File: src/hw/rtl/sbfd_pkg.sv
`timescale 1ns / 1ps
package sbfd_pkg;

  localparam int unsigned SLOT_W          = 6;
  localparam int unsigned PART_W          = 7;
  localparam int unsigned NUM_WORDS       = 7;
  localparam int unsigned DATA_WORDS      = 5;
  localparam int unsigned IDX_W           = 3;
  localparam int unsigned SUM_A_W         = 12;  // max 2550
  localparam int unsigned SUM_B_W         = 14;  // max 14025

  localparam logic [SLOT_W-1:0] SLOT_TOP_HIGH   = 6'd5;
  localparam logic [SLOT_W-1:0] SLOT_TOP_LOW    = 6'd7;
  localparam logic [SLOT_W-1:0] SLOT_HIGH_FIRST = 6'd9;
  localparam logic [SLOT_W-1:0] SLOT_HIGH_LAST  = 6'd21;
  localparam logic [SLOT_W-1:0] SLOT_LOW_FIRST  = 6'd23;
  localparam logic [SLOT_W-1:0] SLOT_LAST       = 6'd35;

  typedef logic [15:0] data_word_t;

  typedef struct packed {
    logic [5:0] slot;
    logic [7:0] rx_byte;
  } sbfd_in_t;

  typedef struct packed {
    logic [15:0] word0;
    logic [15:0] word1;
    logic [15:0] word2;
    logic [15:0] word3;
    logic [15:0] word4;
    logic        checksum_ok;
  } sbfd_out_t;

endpackage

File: src/hw/rtl/sbfd_stream_if.sv
`timescale 1ns / 1ps
interface sbfd_stream_if #(
  parameter type T = logic
);
  logic valid;
  logic ready;
  T     data;

  modport source (output valid, output data, input ready);
  modport sink   (input valid, input data, output ready);
endinterface

File: src/hw/rtl/seven_bit_frame_checksum_deframer_top.sv
`timescale 1ns / 1ps
// channel   dir  payload                               handshake
// in_ch     in   slot[5:0], rx_byte[7:0]               valid/ready
// out_ch    out  word0..word4[15:0], checksum_ok       valid/ready
//
// One word accepted per cycle while in_ch.ready is high; non-data slots vanish,
// other data slots but 35 update state and vanish. A slot-35 word yields a
// result via the input reg, word-rebuild, sums and compare/output regs.
// Stages hold their data under backpressure; in_ch.ready drops only when a
// slot-35 word sits in the input register and the stage behind it is full.
// Synchronous active-low reset clears valids and the stored frame bits.
module seven_bit_frame_checksum_deframer_top
  import sbfd_pkg::*;
(
  input  logic          clk,
  input  logic          rst_n,
  sbfd_stream_if.sink   in_ch,
  sbfd_stream_if.source out_ch
);

  // ---------------- stage A: input register ----------------
  logic              a_v_r;
  logic [SLOT_W-1:0] a_slot_r;
  logic [PART_W-1:0] a_part_r;
  logic              a_adv;

  // ---------------- frame state ----------------
  logic [PART_W-1:0] htop_r, ltop_r;
  logic [PART_W-1:0] hi_r [NUM_WORDS];
  logic [PART_W-1:0] lo_r [NUM_WORDS];

  // ---------------- stage B: rebuilt words ----------------
  logic       b_v_r;
  data_word_t b_words_r [NUM_WORDS];

  // ---------------- stage C: sums ----------------
  logic               c_v_r;
  data_word_t         c_words_r [DATA_WORDS];
  data_word_t         c_w5_r, c_w6_r;
  logic [SUM_A_W-1:0] c_sum_a_r;
  logic [SUM_B_W-1:0] c_sum_b_r;

  // ---------------- stage D: output register ----------------
  logic      d_v_r;
  sbfd_out_t d_data_r;

  logic d_rdy, c_rdy, b_rdy;

  assign d_rdy = !d_v_r || out_ch.ready;
  assign c_rdy = !c_v_r || d_rdy;
  assign b_rdy = !b_v_r || c_rdy;
  assign a_adv = a_v_r && ((a_slot_r != SLOT_LAST) || b_rdy);
  assign in_ch.ready = !a_v_r || a_adv;

  always_ff @(posedge clk) begin
    if (!rst_n) begin
      a_v_r <= 1'b0;
    end else if (in_ch.ready) begin
      a_v_r <= in_ch.valid;
    end
  end

  always_ff @(posedge clk) begin
    if (in_ch.ready && in_ch.valid) begin
      a_slot_r <= in_ch.data.slot;
      a_part_r <= in_ch.data.rx_byte[PART_W-1:0];
    end
  end

  // slot decode
  logic              is_hi, is_lo;
  logic [SLOT_W-1:0] hi_off, lo_off;
  logic [IDX_W-1:0]  hi_idx, lo_idx;

  assign hi_off = a_slot_r - SLOT_HIGH_FIRST;
  assign lo_off = a_slot_r - SLOT_LOW_FIRST;
  assign hi_idx = hi_off[IDX_W:1];
  assign lo_idx = lo_off[IDX_W:1];
  assign is_hi  = a_slot_r[0] && (a_slot_r >= SLOT_HIGH_FIRST) && (a_slot_r <= SLOT_HIGH_LAST);
  assign is_lo  = a_slot_r[0] && (a_slot_r >= SLOT_LOW_FIRST) && (a_slot_r <= SLOT_LAST);

  always_ff @(posedge clk) begin
    if (!rst_n) begin
      htop_r <= '0;
      ltop_r <= '0;
      for (int i = 0; i < NUM_WORDS; i++) begin
        hi_r[i] <= '0;
        lo_r[i] <= '0;
      end
    end else if (a_adv) begin
      if (a_slot_r == SLOT_TOP_HIGH) htop_r <= a_part_r;
      if (a_slot_r == SLOT_TOP_LOW)  ltop_r <= a_part_r;
      for (int i = 0; i < NUM_WORDS; i++) begin
        if (is_hi && hi_idx == IDX_W'(i)) hi_r[i] <= a_part_r;
        if (is_lo && lo_idx == IDX_W'(i)) lo_r[i] <= a_part_r;
      end
    end
  end

  // rebuild; slot 35 carries the low part of the last word itself
  data_word_t words_nxt [NUM_WORDS];

  always_comb begin
    for (int i = 0; i < NUM_WORDS; i++) begin
      words_nxt[i] = {htop_r[i], hi_r[i], ltop_r[i],
                      (i == NUM_WORDS - 1) ? a_part_r : lo_r[i]};
    end
  end

  always_ff @(posedge clk) begin
    if (!rst_n) begin
      b_v_r <= 1'b0;
    end else if (b_rdy) begin
      b_v_r <= a_v_r && (a_slot_r == SLOT_LAST);
    end
  end

  always_ff @(posedge clk) begin
    if (b_rdy && a_v_r && (a_slot_r == SLOT_LAST)) begin
      b_words_r <= words_nxt;
    end
  end

  // plain and weighted sums: high bytes weigh 10..6, low bytes 5..1
  logic [SUM_A_W-1:0] sum_a_nxt;
  logic [SUM_B_W-1:0] sum_b_nxt;

  always_comb begin
    sum_a_nxt = '0;
    sum_b_nxt = '0;
    for (int i = 0; i < DATA_WORDS; i++) begin
      sum_a_nxt = sum_a_nxt + SUM_A_W'(b_words_r[i][15:8]) + SUM_A_W'(b_words_r[i][7:0]);
      sum_b_nxt = sum_b_nxt
                + SUM_B_W'(b_words_r[i][15:8]) * SUM_B_W'(2 * DATA_WORDS - i)
                + SUM_B_W'(b_words_r[i][7:0]) * SUM_B_W'(DATA_WORDS - i);
    end
  end

  always_ff @(posedge clk) begin
    if (!rst_n) begin
      c_v_r <= 1'b0;
    end else if (c_rdy) begin
      c_v_r <= b_v_r;
    end
  end

  always_ff @(posedge clk) begin
    if (c_rdy && b_v_r) begin
      for (int i = 0; i < DATA_WORDS; i++) c_words_r[i] <= b_words_r[i];
      c_w5_r    <= b_words_r[DATA_WORDS];
      c_w6_r    <= b_words_r[DATA_WORDS + 1];
      c_sum_a_r <= sum_a_nxt;
      c_sum_b_r <= sum_b_nxt;
    end
  end

  sbfd_out_t d_data_nxt;

  always_comb begin
    d_data_nxt.word0       = c_words_r[0];
    d_data_nxt.word1       = c_words_r[1];
    d_data_nxt.word2       = c_words_r[2];
    d_data_nxt.word3       = c_words_r[3];
    d_data_nxt.word4       = c_words_r[4];
    d_data_nxt.checksum_ok = (16'(c_sum_a_r) == c_w5_r) && (16'(c_sum_b_r) == c_w6_r);
  end

  always_ff @(posedge clk) begin
    if (!rst_n) begin
      d_v_r <= 1'b0;
    end else if (d_rdy) begin
      d_v_r <= c_v_r;
    end
  end

  always_ff @(posedge clk) begin
    if (d_rdy && c_v_r) begin
      d_data_r <= d_data_nxt;
    end
  end

  assign out_ch.valid = d_v_r;
  assign out_ch.data  = d_data_r;

`ifndef NO_ASSERTIONS
  a_last_reaches_b: assert property (@(posedge clk) disable iff (!rst_n)
    a_adv && (a_slot_r == SLOT_LAST) |=> b_v_r)
    else $error("slot-35 word did not reach rebuild stage");

  a_ready_low_only_on_last: assert property (@(posedge clk) disable iff (!rst_n)
    !in_ch.ready |-> a_v_r && (a_slot_r == SLOT_LAST) && b_v_r)
    else $error("input stalled without a blocked frame end");

  a_c_holds: assert property (@(posedge clk) disable iff (!rst_n)
    c_v_r && !d_rdy |=> c_v_r && $stable(c_sum_a_r) && $stable(c_sum_b_r))
    else $error("sum stage changed while blocked");
`endif

endmodule

File: src/flat_wrapper.sv
// flat-port wrapper written by rule: the top's interface ports become plain ports
module seven_bit_frame_checksum_deframer_top_flat import sbfd_pkg::*;
  (clk, rst_n, in_ch_valid, in_ch_data, in_ch_ready, out_ch_valid, out_ch_data, out_ch_ready);
  sbfd_stream_if #(.T(sbfd_in_t)) in_ch_i ();
  sbfd_stream_if #(.T(sbfd_out_t)) out_ch_i ();
  input  logic clk;
  input  logic rst_n;
  input wire logic [$bits(in_ch_i.valid)-1:0] in_ch_valid;
  input wire logic [$bits(in_ch_i.data)-1:0] in_ch_data;
  output wire logic [$bits(in_ch_i.ready)-1:0] in_ch_ready;
  output wire logic [$bits(out_ch_i.valid)-1:0] out_ch_valid;
  output wire logic [$bits(out_ch_i.data)-1:0] out_ch_data;
  input wire logic [$bits(out_ch_i.ready)-1:0] out_ch_ready;
  assign in_ch_i.valid = in_ch_valid;
  assign in_ch_i.data = in_ch_data;
  assign in_ch_ready = in_ch_i.ready;
  assign out_ch_valid = out_ch_i.valid;
  assign out_ch_data = out_ch_i.data;
  assign out_ch_i.ready = out_ch_ready;
  seven_bit_frame_checksum_deframer_top u_core (.clk(clk), .rst_n(rst_n), .in_ch(in_ch_i), .out_ch(out_ch_i));
endmodule
File: config.mk
export PLATFORM = sky130hd
export DESIGN_NAME = seven_bit_frame_checksum_deframer_top_flat
export DESIGN_NICKNAME = d
export VERILOG_FILES = /design/src/hw/rtl/sbfd_pkg.sv /design/src/hw/rtl/sbfd_stream_if.sv /design/src/hw/rtl/seven_bit_frame_checksum_deframer_top.sv /design/src/flat_wrapper.sv
export SDC_FILE = /design/constraint.sdc
export NUM_CORES = 1
export LEC_CHECK = 0
export BUFFER_PORTS_ARGS = -buffer_cell sky130_fd_sc_hd__buf_4
export CAP_MARGIN = 0
export CORE_ASPECT_RATIO = 0.75
export CORE_MARGIN = 4
export CORE_UTILIZATION = 48
export DETAILED_ROUTE_END_ITERATION = 10
export GPL_TIMING_DRIVEN = 0
export PLACE_DENSITY = 0.67
export SETUP_SLACK_MARGIN = 0.15
export SYNTH_ARGS = -nofsm -noshare
export SYNTH_HDL_FRONTEND = slang
export SYNTH_SLANG_ARGS = --single-unit
File: constraint.sdc
create_clock -name clk -period 12.4 [get_ports clk]
set_input_delay 1.24 -clock clk [delete_from_list [all_inputs] [get_ports clk]]
set_output_delay 1.24 -clock clk [all_outputs]
set_load 0.02 [all_outputs]
[Word-level counts from Yosys, hierarchy flattened]
Memory sizes are Yosys's and may differ from the RTL's. A register that Yosys moved wholly into a read port is not among the register bits.
Index checks and enable logic that the tools add are counted.
Cells by class
  add/subtract/negate cells: 20
  multipliers: 6
  order comparisons: 4
  eq/ne operators: 18
  muxes and demuxes: 73
  bitwise gates (word level): 14
  reductions and logical operators: 39
Operator list (count)
  7-bit 2-to-1 mux: 14
  12-bit by 8-bit adder with 12-bit output: 8
  1-bit 2-to-1 mux: 59
  14-bit by 11-bit adder with 14-bit output: 3
  8-bit by 3-bit multiplier with 11-bit output, second input constant: 3
  14-bit by 10-bit adder with 14-bit output: 2
  1-bit logical AND: 26
  8-bit by 2-bit multiplier with 10-bit output, second input constant: 2
  3-bit equality test, second input constant: 6
  12-bit by 16-bit equality test with 1-bit output: 1
  14-bit by 16-bit equality test with 1-bit output: 1
  14-bit by 12-bit adder with 14-bit output: 1
  14-bit by 8-bit adder with 14-bit output: 1
  14-bit by 9-bit adder with 14-bit output: 1
  1-bit OR: 14
  12-bit by 11-bit adder with 13-bit output: 1
  3-bit by 2-bit equality test with 1-bit output, second input constant: 4
  6-bit by 3-bit equality test with 1-bit output, second input constant: 2
  8-bit by 4-bit multiplier with 12-bit output, second input constant: 1
  8-bit by 8-bit adder with 9-bit output: 1
  3-bit by 1-bit equality test with 1-bit output, second input constant: 2
  6-bit equality test, second input constant: 1
  6-bit by 4-bit >= comparator with 1-bit output, second input constant: 1
  6-bit by 5-bit >= comparator with 1-bit output, second input constant: 1
  9 further kinds: 18
Storage, ports and cells
  bits in registers: 202
  memory bits (writable): 178
  input bits: 18
  output and inout bits: 83
  logic and storage cells: 197
  memories kept: 3
Memories
  u_core.c_words_r: words 5, bits a word 16, rd ports 5, clocked after Yosys merged registers in 5, wr ports 5, RTL line seven_bit_frame_checksum_deframer_top.sv:38  | data_word_t c_words_r [DATA_WORDS];
  u_core.hi_r: words 7, bits a word 7, rd ports 7, clocked after Yosys merged registers in 7, wr ports 7, RTL line seven_bit_frame_checksum_deframer_top.sv:29  | logic [PART_W-1:0] hi_r [NUM_WORDS];
  u_core.lo_r: words 7, bits a word 7, rd ports 6, clocked after Yosys merged registers in 6, wr ports 7, RTL line seven_bit_frame_checksum_deframer_top.sv:30  | logic [PART_W-1:0] lo_r [NUM_WORDS];

[Longest topological paths before layout]
  depth in word-level cells: 10
  depth in mapped cells: 32
  gate-level depth less buffers: 32

[Least setup slack after synthesis]
OpenSTA, ideal clock, no wires.
  path type: input port to flip-flop
  from: input port out_ch_ready
  to: register u_core.c_sum_a_r[0] (enable)
  library setup time: 0.847 ns
  data arrival time: 11.278 ns
  data required time: 11.553 ns
  slack: 0.275 ns
  stages: 2
  path buffers: 0
  cells stage by stage: nor2b_1 -> a21boi_0
On the way
  longest elaborated chain between the ends: 3
Ends and longest elaborated chain
  start: declaration: RTL line flat_wrapper.sv:13  | input wire logic [$bits(out_ch_i.ready)-1:0] out_ch_ready;
  1-bit logical OR: RTL line seven_bit_frame_checksum_deframer_top.sv:49  | assign d_rdy = !d_v_r || out_ch.ready;
  1-bit logical OR: RTL line seven_bit_frame_checksum_deframer_top.sv:50  | assign c_rdy = !c_v_r || d_rdy;
  1-bit logical AND: RTL line seven_bit_frame_checksum_deframer_top.sv:148  | if (c_rdy && b_v_r) begin
  end signal: assignment: RTL line seven_bit_frame_checksum_deframer_top.sv:152  | c_sum_a_r <= sum_a_nxt;
  end: declaration: RTL line seven_bit_frame_checksum_deframer_top.sv:40  | logic [SUM_A_W-1:0] c_sum_a_r;
Every way passes these cells.
A chain may end at the register's enable or synchronous reset.

[Final worst setup path]
  from: register u_core.b_words_r[105] (netlist bit), read port of u_core.hi_r
  to: register u_core.c_sum_b_r[12] (data pin)
On the way
  longest elaborated chain between the ends: 10
Ends and longest elaborated chain
  start: declaration: RTL line seven_bit_frame_checksum_deframer_top.sv:34  | data_word_t b_words_r [NUM_WORDS];
  8-bit by 3-bit multiplier with 11-bit output: RTL line seven_bit_frame_checksum_deframer_top.sv:134  | + SUM_B_W'(b_words_r[i][15:8]) * SUM_B_W'(2 * DATA_WORDS - i)
  12-bit by 11-bit adder with 13-bit output: RTL line seven_bit_frame_checksum_deframer_top.sv:135  | + SUM_B_W'(b_words_r[i][7:0]) * SUM_B_W'(DATA_WORDS - i);
  14-bit by 12-bit adder with 14-bit output: RTL line seven_bit_frame_checksum_deframer_top.sv:134
  14-bit by 10-bit adder with 14-bit output: RTL line seven_bit_frame_checksum_deframer_top.sv:135
  14-bit by 11-bit adder with 14-bit output: RTL line seven_bit_frame_checksum_deframer_top.sv:134
  14-bit by 10-bit adder with 14-bit output: RTL line seven_bit_frame_checksum_deframer_top.sv:135
  14-bit by 11-bit adder with 14-bit output: RTL line seven_bit_frame_checksum_deframer_top.sv:134
  14-bit by 9-bit adder with 14-bit output: RTL line seven_bit_frame_checksum_deframer_top.sv:135
  14-bit by 11-bit adder with 14-bit output: RTL line seven_bit_frame_checksum_deframer_top.sv:134
  14-bit by 8-bit adder with 14-bit output: RTL line seven_bit_frame_checksum_deframer_top.sv:135
  via u_core.sum_b_nxt[12]: RTL line seven_bit_frame_checksum_deframer_top.sv:126  | logic [SUM_B_W-1:0] sum_b_nxt;
  end signal: assignment: RTL line seven_bit_frame_checksum_deframer_top.sv:153  | c_sum_b_r <= sum_b_nxt;
  end: declaration: RTL line seven_bit_frame_checksum_deframer_top.sv:41  | logic [SUM_B_W-1:0] c_sum_b_r;
The timed path passes the listed nets, and every way through them passes these cells.

==> flow_metrics.env <==
export IMPL_grt_max_degree=38
export IMPL_synth_most_common_cell="edfxtp_1"
export IMPL_vias_per_cell=5.05
export IMPL_finalWorstSetupSlack_ns=3.67
export IMPL_clock_fmax_mhz=115
export IMPL_worstPathRequired_ns=12.70
export IMPL_htree_levels=2
export IMPL_cp_start_kind="flip-flop"
export IMPL_async_flop_share_pct=0
export IMPL_synth_simple_area_share_pct=5.03
export IMPL_path_class="flip-flop to flip-flop"
export IMPL_cts_made_buffers=44
export IMPL_synth_ff_type="edfxtp_1"
export IMPL_min_path_type="flip-flop to flip-flop"
export IMPL_synth_cell_types=51
export IMPL_die_area_mm2=0.0476
export IMPL_die_height_um=190
export IMPL_tightest_slew_ns=1.05
export IMPL_drc_errors=0
export IMPL_ff2ff_setup_slack_ns=3.67
export IMPL_cellPowerDensity_mw_per_mm2=133
export IMPL_ys_warn_count=0
export IMPL_cts_setup_buffers=0
export IMPL_synth_compound_area_share_pct=2.93
export IMPL_avgSynthCellArea_um2=15.3
export IMPL_rows=66
export IMPL_crit_path_end_kind="flip-flop"
export IMPL_ys_seq_elements=453
export IMPL_grt_setup_unrepaired="no"
export IMPL_path_clk_slew_ns=0.07
export IMPL_synthTopCellsByArea="edfxtp_1, fa_1, ha_1"
export IMPL_port_buffers=98
export IMPL_drt_iter0_markers=970
export IMPL_slowest_stage="a2111oi_2"
export IMPL_num_io_pins=101
export IMPL_critPathArrivalTime_ns=9.03
export IMPL_grt_first_pass_wirelength_um=65900
export IMPL_outcome="finished, final reports clean"
export IMPL_grtUsageTotal_pct=18.4
export IMPL_grt_pass1_vias=11000
export IMPL_wl_um=43200
export IMPL_routedWlPerCell_um=20.1
export IMPL_fillCellCount=3425
export IMPL_overflow=0
export IMPL_finalHoldViolations=0
export IMPL_min_period_ns=8.73
export IMPL_drv_cap=0
export IMPL_fin_setup_tns_ns=0
export IMPL_synth_area_mm2=0.0212
export IMPL_drv_slew=0
export IMPL_yosysTopAreaCell="edfxtp_1"
export IMPL_crit_fanout=6
export IMPL_synth_top_area_share_pct=61.6
export IMPL_ctsResizeCount=0
export IMPL_slew_headroom_pct=29.6
export IMPL_setup_violations_final=0
export IMPL_fin_nets=1807
export IMPL_synth_common_cells="edfxtp_1, inv_1, fa_1"
export IMPL_timing_final_crit_share_pct=70.4
export IMPL_drive_above_1_share_pct=12.4
export IMPL_synthMuxAreaShare_pct=0.709
export IMPL_clockBufferDepth=3
export IMPL_synth_adder_area_share_pct=20.3
export IMPL_power_leakage_nw=9.67
export IMPL_ys_seq_area_share_pct=63.3
export IMPL_synth_xor_area_share_pct=2.93
export IMPL_die_x_um=251
export IMPL_cts_tree="done"
export IMPL_dp_hpwl_um=32800
export IMPL_vias=10900
export IMPL_cts_sinks=453
export IMPL_fin_skew_ns=0.0178
export IMPL_dr_pass1_iters=5
export IMPL_area_growth_pct=15.6
export IMPL_synth_cells=1382
export IMPL_finalWeightedCongestion=0.907
export IMPL_peakVddDrop_mv=0.113
export IMPL_place_ws_ns=3.71
export IMPL_clkLatencyLatePin_ns=0.56
export IMPL_synth_edf_count=435
export IMPL_initial_core_util_pct=48.7
export IMPL_slowest_delay_ns=0.68
export IMPL_core_mm2=0.0435
export IMPL_synth_top_family_by_area="adder cells"
export IMPL_cts_root_buf="clkbuf_16"
export IMPL_syn_nets=1652
export IMPL_drtAntennaViolNets=0
export IMPL_grt_antenna_before_repair=0
export IMPL_postCtsHoldBufs=0
## final timing paths
check,start,end,cells past startpoint
worst max-delay path,u_core.b_words_r[105]$_DFFE_PP_,u_core.c_sum_b_r[12]$_DFFE_PP_,29
worst min-delay path,u_core.c_words_r[0][23]$_DFFE_PP_,out_ch_data[56]$_DFFE_PP_,0
worst max register to register,u_core.b_words_r[105]$_DFFE_PP_,u_core.c_sum_b_r[12]$_DFFE_PP_,29
worst min register to register,u_core.c_words_r[0][23]$_DFFE_PP_,out_ch_data[56]$_DFFE_PP_,0
## registers in the layout, indices dropped and copies added (netlist names), 12 cells and up
register	cells
u_core.c_w5_r	16
u_core.hi_r	49
u_core.c_sum_a_r	12
u_core.c_w6_r	16
out_ch_data	80
u_core.c_words_r	80
u_core.b_words_r	112
u_core.lo_r	42
u_core.c_sum_b_r	14
## report_power, final
part	switching [mW]	leakage (nW)	internal, mW
Sequential	0.0122	4.14	1.69
Clock	0.583	0.752	0.872
Combinational	0.0681	4.78	0.0372
## cell families (layout without fill, tap and decap cells)
family / after synthesis / after routing
DFF: 453 / 453
buffers and inverters: 269 / 460
adders and majority gates: 252 / 252
and+or+nand+nor: 228 / 228
AOI/OAI and AO/OA: 94 / 94
xor gates and xnor gates: 71 / 71
muxes: 15 / 15
other: 0 / 2
## critical path: cells and delay by family, from the launching register on
family | cells | cell delay, ns
AOI/OAI and AO/OA | 6 | 1.70
xor gates and xnor gates | 2 | 0.29
adders and majority gates | 12 | 5.32
buffers and inverters | 8 | 0.46
DFF | 1 | 0.51
and+or+nand+nor | 1 | 0.22
## layout make-up
cell class / count / area [um^2] / share of cell area, %
well taps: 578 / 723 / 2.95
diodes: 2 / 5.00 / 0.0204
clock inverters: 29 / 408 / 1.66
multi-input cells: 660 / 6780 / 27.7
repair buffers: 109 / 971 / 3.96
plain buffers: 15 / 62.6 / 0.255
inverters: 254 / 953 / 3.89
flip-flops and latches: 453 / 13400 / 54.8
clock buffers: 53 / 1180 / 4.81
## cell usage in the layout, fill, tap and decap left out, types with 10 or more instances in the layout
cell       Yosys  layout
edfxtp_1     435     435
mux2i_1       15      15
clkbuf_16      0      46
nand3_1       11      11
xor2_1        34      34
o21ai_0       14      13
ha_1         100     100
dfxtp_1       18      18
nor2b_1       25      23
nor3_1        10      10
clkbuf_1      12      19
nor2_1       109     109
nand2_1       37      37
fa_1         152     152
a21oi_1       29      29
inv_1        254     254
a21o_1        14      14
buf_4          1      99
xnor2_1       37      37
## per-stage QoR
step	std cells	total power [mW]	area, um^2	hold WS [ns]	utilization, %
after floorplan	1382	1.80	21200	0.400	-
after global placement	2058	1.83	22700	0.400	52.0
after detailed placement	2069	1.84	22900	0.405	52.6
after CTS	2151	3.29	24500	0.415	56.3
after global routing	2151	3.37	24500	0.418	56.3
final	2153	3.26	24500	0.410	56.3
## per-layer routing
metal	share of wire, %	up-vias	global-route usage, %
li1	-	4994	-
met1	49	5501	28.9
met2	43	321	26.7
met3	6.2	60	3.91
met4	1.9	0	4.18
met5	0	-	0
Power figures use the tool's default switching activity.
